[config.mk]
export PLATFORM = sky130hd
export DESIGN_NAME = cmet_ctrl
export DESIGN_NICKNAME = d
export VERILOG_FILES = /design/src/cmet_pkg.sv /design/src/cmet_ctrl.sv
export SDC_FILE = /design/constraint.sdc
export NUM_CORES = 1
export LEC_CHECK = 0
export BUFFER_PORTS_ARGS = -buffer_cell sky130_fd_sc_hd__buf_2
export CAP_MARGIN = 20
export CORE_AREA = 2 2 39 41
export CTS_BUF_LIST = sky130_fd_sc_hd__clkbuf_8
export CTS_CLUSTER_DIAMETER = 120
export CTS_CLUSTER_SIZE = 16
export DETAILED_ROUTE_END_ITERATION = 8
export DIE_AREA = 0 0 41 43
export PLACE_DENSITY_LB_ADDON = 0.1
export SYNTH_ARGS = -nofsm -noshare
export SYNTH_HDL_FRONTEND = slang
export SYNTH_SLANG_ARGS = --single-unit
export TNS_END_PERCENT = 100
[constraint.sdc]
create_clock -name aclk -period 1.7 [get_ports aclk]
set_input_delay 0.51 -clock aclk [delete_from_list [all_inputs] [get_ports aclk]]
set_output_delay 0.51 -clock aclk [all_outputs]
set_load 0.02 [all_outputs]
[src/cmet_pkg.sv]
// shared types, widths and constants for the celtic mandelbrot escape-time engine
// no dependencies

package cmet_pkg;

    localparam int COORD_W = 32;
    localparam int STEP_W  = 31;
    localparam int PIX_W   = 10;
    localparam int ITER_W  = 12;
    localparam int FRAC_W  = 24;
    localparam int PROD_W  = 2 * COORD_W;
    localparam int MAPP_W  = PIX_W + STEP_W;
    localparam int WIDE_W  = MAPP_W + 2;
    localparam int DSH_W   = PROD_W - 2 - FRAC_W;
    localparam int TP_W    = PROD_W - (FRAC_W - 1);
    localparam int ADDR_W  = 5;
    localparam int REGI_W  = 3;
    localparam int DATA_W  = 32;
    localparam int S_TDATA_W = 24;
    localparam int M_TDATA_W = 32;

    localparam logic [PROD_W:0] ESC_LIMIT = (PROD_W + 1)'(4) << (2 * FRAC_W);

    localparam logic [REGI_W-1:0] REG_MIN_RE   = 3'd0;
    localparam logic [REGI_W-1:0] REG_MAX_IM   = 3'd1;
    localparam logic [REGI_W-1:0] REG_STEP_RE  = 3'd2;
    localparam logic [REGI_W-1:0] REG_STEP_IM  = 3'd3;
    localparam logic [REGI_W-1:0] REG_MAX_ITER = 3'd4;

    typedef struct packed {
        logic load;
        logic map;
        logic cinit;
        logic mul;
        logic chk;
        logic upd;
        logic out_load;
    } cmet_cmd_t;

    typedef struct packed {
        logic escape;
        logic out_free;
    } cmet_sts_t;

    localparam logic signed [WIDE_W-1:0] SAT_HI = WIDE_W'(32'sh7FFF_FFFF);
    localparam logic signed [WIDE_W-1:0] SAT_LO = WIDE_W'(-33'sh8000_0000);

    function automatic logic signed [COORD_W-1:0] sat32(input logic signed [WIDE_W-1:0] v);
        logic signed [COORD_W-1:0] r;
        if (v > SAT_HI) begin
            r = 32'sh7FFF_FFFF;
        end else if (v < SAT_LO) begin
            r = 32'sh8000_0000;
        end else begin
            r = v[COORD_W-1:0];
        end
        return r;
    endfunction

endpackage

[src/cmet_ctrl.sv]
// sequencing state machine for the escape-time engine
// depends on cmet_pkg

module cmet_ctrl import cmet_pkg::*; (
    input  logic      aclk,
    input  logic      aresetn,
    input  logic      s_tvalid,
    output logic      s_tready,
    input  cmet_sts_t sts,
    output cmet_cmd_t cmd
);

    localparam logic [2:0] S_IDLE = 3'd0;
    localparam logic [2:0] S_MAP  = 3'd1;
    localparam logic [2:0] S_CMAP = 3'd2;
    localparam logic [2:0] S_MUL  = 3'd3;
    localparam logic [2:0] S_CHK  = 3'd4;
    localparam logic [2:0] S_UPD  = 3'd5;
    localparam logic [2:0] S_DONE = 3'd6;

    logic [2:0] state_reg;
    logic [2:0] state_next;

    always_comb begin
        state_next = state_reg;
        cmd        = '0;
        s_tready   = 1'b0;
        unique case (state_reg)
            S_IDLE: begin
                s_tready = 1'b1;
                if (s_tvalid) begin
                    cmd.load   = 1'b1;
                    state_next = S_MAP;
                end
            end
            S_MAP: begin
                cmd.map    = 1'b1;
                state_next = S_CMAP;
            end
            S_CMAP: begin
                cmd.cinit  = 1'b1;
                state_next = S_MUL;
            end
            S_MUL: begin
                cmd.mul    = 1'b1;
                state_next = S_CHK;
            end
            S_CHK: begin
                cmd.chk    = 1'b1;
                state_next = sts.escape ? S_DONE : S_UPD;
            end
            S_UPD: begin
                cmd.upd    = 1'b1;
                state_next = S_MUL;
            end
            S_DONE: begin
                if (sts.out_free) begin
                    cmd.out_load = 1'b1;
                    state_next   = S_IDLE;
                end
            end
            default: begin
                state_next = S_IDLE;
            end
        endcase
    end

    always_ff @(posedge aclk) begin
        if (!aresetn) begin
            state_reg <= S_IDLE;
        end else begin
            state_reg <= state_next;
        end
    end

    a_cmd_onehot: assert property (@(posedge aclk) disable iff (!aresetn)
        $onehot0(cmd))
        else $error("more than one datapath command at once");

    a_upd_to_mul: assert property (@(posedge aclk) disable iff (!aresetn)
        cmd.upd |=> cmd.mul)
        else $error("update not followed by multiply");

    a_load_idle: assert property (@(posedge aclk) disable iff (!aresetn)
        cmd.load |=> !s_tready ##1 cmd.cinit)
        else $error("coordinate mapping sequence broken");

endmodule

Yosys cells after proc, flatten, opt, wreduce, memory -nomap -nowiden
Index checks and enable logic that the tools add are counted.
- register bits after elaboration: 3
- input bits: 5
- logic and storage cells: 26
- output and inout bits: 8
- multiplexer cells: 14
- reduce and logical (&&, ||, !) cells: 3
- equal/unequal tests: 8
- operators by type and width (operator ; count):
    one-hot mux 3 bit (6 select lines) ; 1
    two-way mux 1 bit ; 10
    == test 3 bit (second input constant) ; 3
    == test 3 x 2 -> 1 bit (second input constant) ; 2
    two-way mux 3 bit ; 2
    inequality test 2 bit (second input constant) ; 2
    == test 3 x 1 -> 1 bit (second input constant) ; 1
    logical NOT 3 bit ; 1
    two-way mux 2 bit ; 1
    AND reduction 2 bit ; 1
    OR reduction 2 bit ; 1

Logic depth before layout (Yosys ltp)
- depth after elaboration: 3
- mapped depth: 4

Worst setup path before layout
OpenSTA, ideal clock, no wires.
- path kind: register to output
- start: register state_reg[2]
- end: output port cmd[6] in the netlist's numbering
- path slack: 0.130 ns
- data arrival time: 1.060 ns
- stages on the path, launching flop included: 4
- required time: 1.190 ns
- cell sequence: dfxtp_1 -> buf_6 -> nor3_2 -> and2_1
- RTL lines (element ; line ; source):
    start: declaration ; cmet_ctrl.sv:21 ; logic [2:0] state_reg;
    start signal: assignment ; cmet_ctrl.sv:72 ; state_reg <= state_next;
    end: declaration ; cmet_ctrl.sv:10 ; output cmet_cmd_t cmd

==> impl_metrics.csv <==
group,metric,value,unit
cts,clockBufferDepth,2,
logic_synthesis,synth-simple-area-share,41.9,%
pwr,p_total,0.371,mW
logic_synthesis,synth_compound_area_share,20.7,%
routing,ant_nets,0,
cts,cts_hold_buf,0,
logic_synthesis,yosysWarningCount,0,
timing,drv_slew,0,
critical_path,max_stage_delay,0.49,ns
timing,hold_viol_final,0,
timing,clock-skew-final,0.000848,ns
timing,setup_viol,0,
routing,first_pass_iters,4,
grt,gr-total-overflow,0,
logic_synthesis,synth_xor_area_share,0,%
pwr,cellPowerDensity,1130,nW/µm²
routing,routed_wl,555,µm
grt,grt_pass1_vias,179,
flow_run,max_cap_viol_count,0,
timing,fin_crit,1.61,ns
placed_design,dp_worst_setup_slack,0.256,ns
cts,clock_latency,0.21,ns
layout,drive_gt1_share,46.3,%
timing,fin_crit_sh,94.8,%
critical_path,slowest_stage,"dfxtp_1",
logic_synthesis,syn_nets,33,
logic_synthesis,yosys.area.top_type_share,26.8,%
critical_path,cp-end-kind,"output pin",
logic_synthesis,synth_cells,28,
die,start_util,16.2,%
critical_path,critical_path_arrival,1.10,ns
logic_synthesis,seq_area_frac_synth,26.8,%
die,rows,14,
cts,cts_sinks,3,
timing,tns,0,ns
layout,area_delta_synth_final,46.4,%
logic_synthesis,synth_adder_area_share,0,%
grt,grtUsageMet1,7.69,%
layout,layout.nets,47,
critical_path,worstPathRequired,1.19,ns
critical_path,cp_max_fo,10,
placed_design,routabilityCongestion,0.647,
logic_synthesis,yosysUniqueCellTypes,19,
logic_synthesis,muxShareOfSynthArea,0,%
logic_synthesis,synth_top_family_by_area,"simple AND/OR/NAND/NOR gates",
grt,grt_pass1_wl,710,µm
grt,grt_max_degree,13,
grt,antenna_found_initial,0,
logic_synthesis,syn_area,224,µm²
placed_design,dp_hpwl,398,µm
cts,cts-root-buf,"clkbuf_8",
logic_synthesis,yosys-top-cells-area,"dfxtp_1 27%, nor2_1 6.7%, nor3b_1 6.7%",
routing,post_drt_wl_per_cell,9.74,µm
logic_synthesis,yosysTopAreaCell,"dfxtp_1",
pwr,p_leak,0.172,nW
cts,cts_tree,"done",
die,die_w,41,µm
pwr,vdd_ir_drop_max,0.451,mV
timing,rsz0062_at_grt,"no",
grt,use_met2,7.81,%
timing,fin_ws,0.0877,ns
outcome,status,"finished clean",
cts,htreeDepth,1,
grt,gr-usage-all-layers,6.42,%
grt,gr-max-usage-layer,"met2",
timing,max_slew_margin,79.1,%
layout,multi_input_area,140,µm²
logic_synthesis,avgSynthCellArea,8.00,µm²
critical_path,crit_type,"reg -> out",
routing,drt_iter0_drc,4,
critical_path,cp_cell_sequence,"nor3b_1 > buf_2",
layout,fillers,152,
die,core,1380,µm²
routing,avgViaCountPerCell,4.00,
grt,use_met3,3.14,%
min_path,min_path_type,"in -> reg",
die,dieArea,1760,µm²
routing,vias,228,
layout,diodes,0,
timing,clock.fmax,620,MHz
cts,cts_buffers,3,
layout,fin_area,328,µm²
routing,drc,0,
placed_design,port_buffers,12,
critical_path,startpoint_type,"flip-flop",
layout,largest_register_ffs,3,
die,io_pins,13,
placed_design,dpl_cell_area,280,µm²
layout,regArea,62.6,µm²
timing,tightestPinTransition,0.313,ns
die,fp.dieH,43,µm
layout,post-route-util,23.7,%
logic_synthesis,synth_seq_cells,3,
cts,clk_pin_slew_worst_paths,0.03,ns
worst max-delay path, delay by kind of cell (launching register included):
kind          cells  cell delay, ns
buf+inv           1            0.19
flops             1            0.49
simple gates      1            0.21
cells in the mapped netlist:
cell and instances:
a211o_1 1, a21boi_1 1, a21o_1 1, a21oi_1 2, and2_1 1, and3b_1 1
buf_2 1, buf_4 1, buf_6 1, dfxtp_1 3, nand2_1 3, nand2b_1 1
nand2b_4 1, nand3b_1 1, nor2_1 4, nor3_2 1, nor3b_1 2, o21a_1 1
o21ai_0 1
timing repair:
action / CTS / global route
resized for setup: 0 / 2
buffers inserted: 0 / 0
setup endpoints to repair: 0 / 4
layer usage:
metal | share of wire [%] | wire, µm | vias to the layer above
met2 | 48 | 269 | 6
met1 | 45 | 248 | 102
li1 | - | - | 120
met3 | 6.7 | 37 | 0
met4 | 0 | 0 | 0
met5 | 0 | 0 | -
worst paths after layout:
path                              startpoint            to  slack, ns  depth (start not counted)
worst max register to register  state_reg[0]  state_reg[2]       0.68                          3
worst min-delay path                 aresetn  state_reg[2]       0.53                          2
worst min register to register  state_reg[1]  state_reg[1]       0.55                          1
worst max-delay path            state_reg[0]        cmd[5]       0.09                          2
kinds of logic after synthesis:
kind of cell | count (synthesis)
buffers and inverters | 3
and+or+nand+nor | 15
AOI/OAI and AO/OA | 7
DFF | 3
layout by cell type (no fill, tap or decap):
cell type,instances
a21boi_1,1
a21oi_1,2
nand2b_1,1
buf_2,12
nand2_1,3
o21ai_0,1
inv_1,1
nor3_2,1
nor3b_1,2
nand3b_1,1
nor2_1,4
dfxtp_1,1
and3b_1,1
dfxtp_2,2
o21a_1,1
a211o_1,1
nand2b_4,1
a21o_1,1
and2_1,1
clkbuf_8,3
final cells by class:
| type | count | share of cell area (%) |
|---|---|---|
| Multi-Input combinational cell | 22 | 42.7 |
| Timing Repair Buffer | 12 | 18.3 |
| Tap cell | 16 | 6.11 |
| Clock buffer | 3 | 12.6 |
| Clock inverter | 1 | 1.15 |
| Sequential cell | 3 | 19.1 |
through the flow:
stage	std cells	hold WS [ns]
CTS	57	0.528
floorplan	28	0.583
global route	57	0.533
finish	57	0.533
detailed placement	53	0.607
global placement	53	0.609
report_power, final:
part           internal [mW]  switching, mW
Clock                  0.154         0.0449
Sequential            0.0785         0.0182
Combinational         0.0356         0.0400
Total                  0.268          0.103
Power figures use the tool's default switching activity.
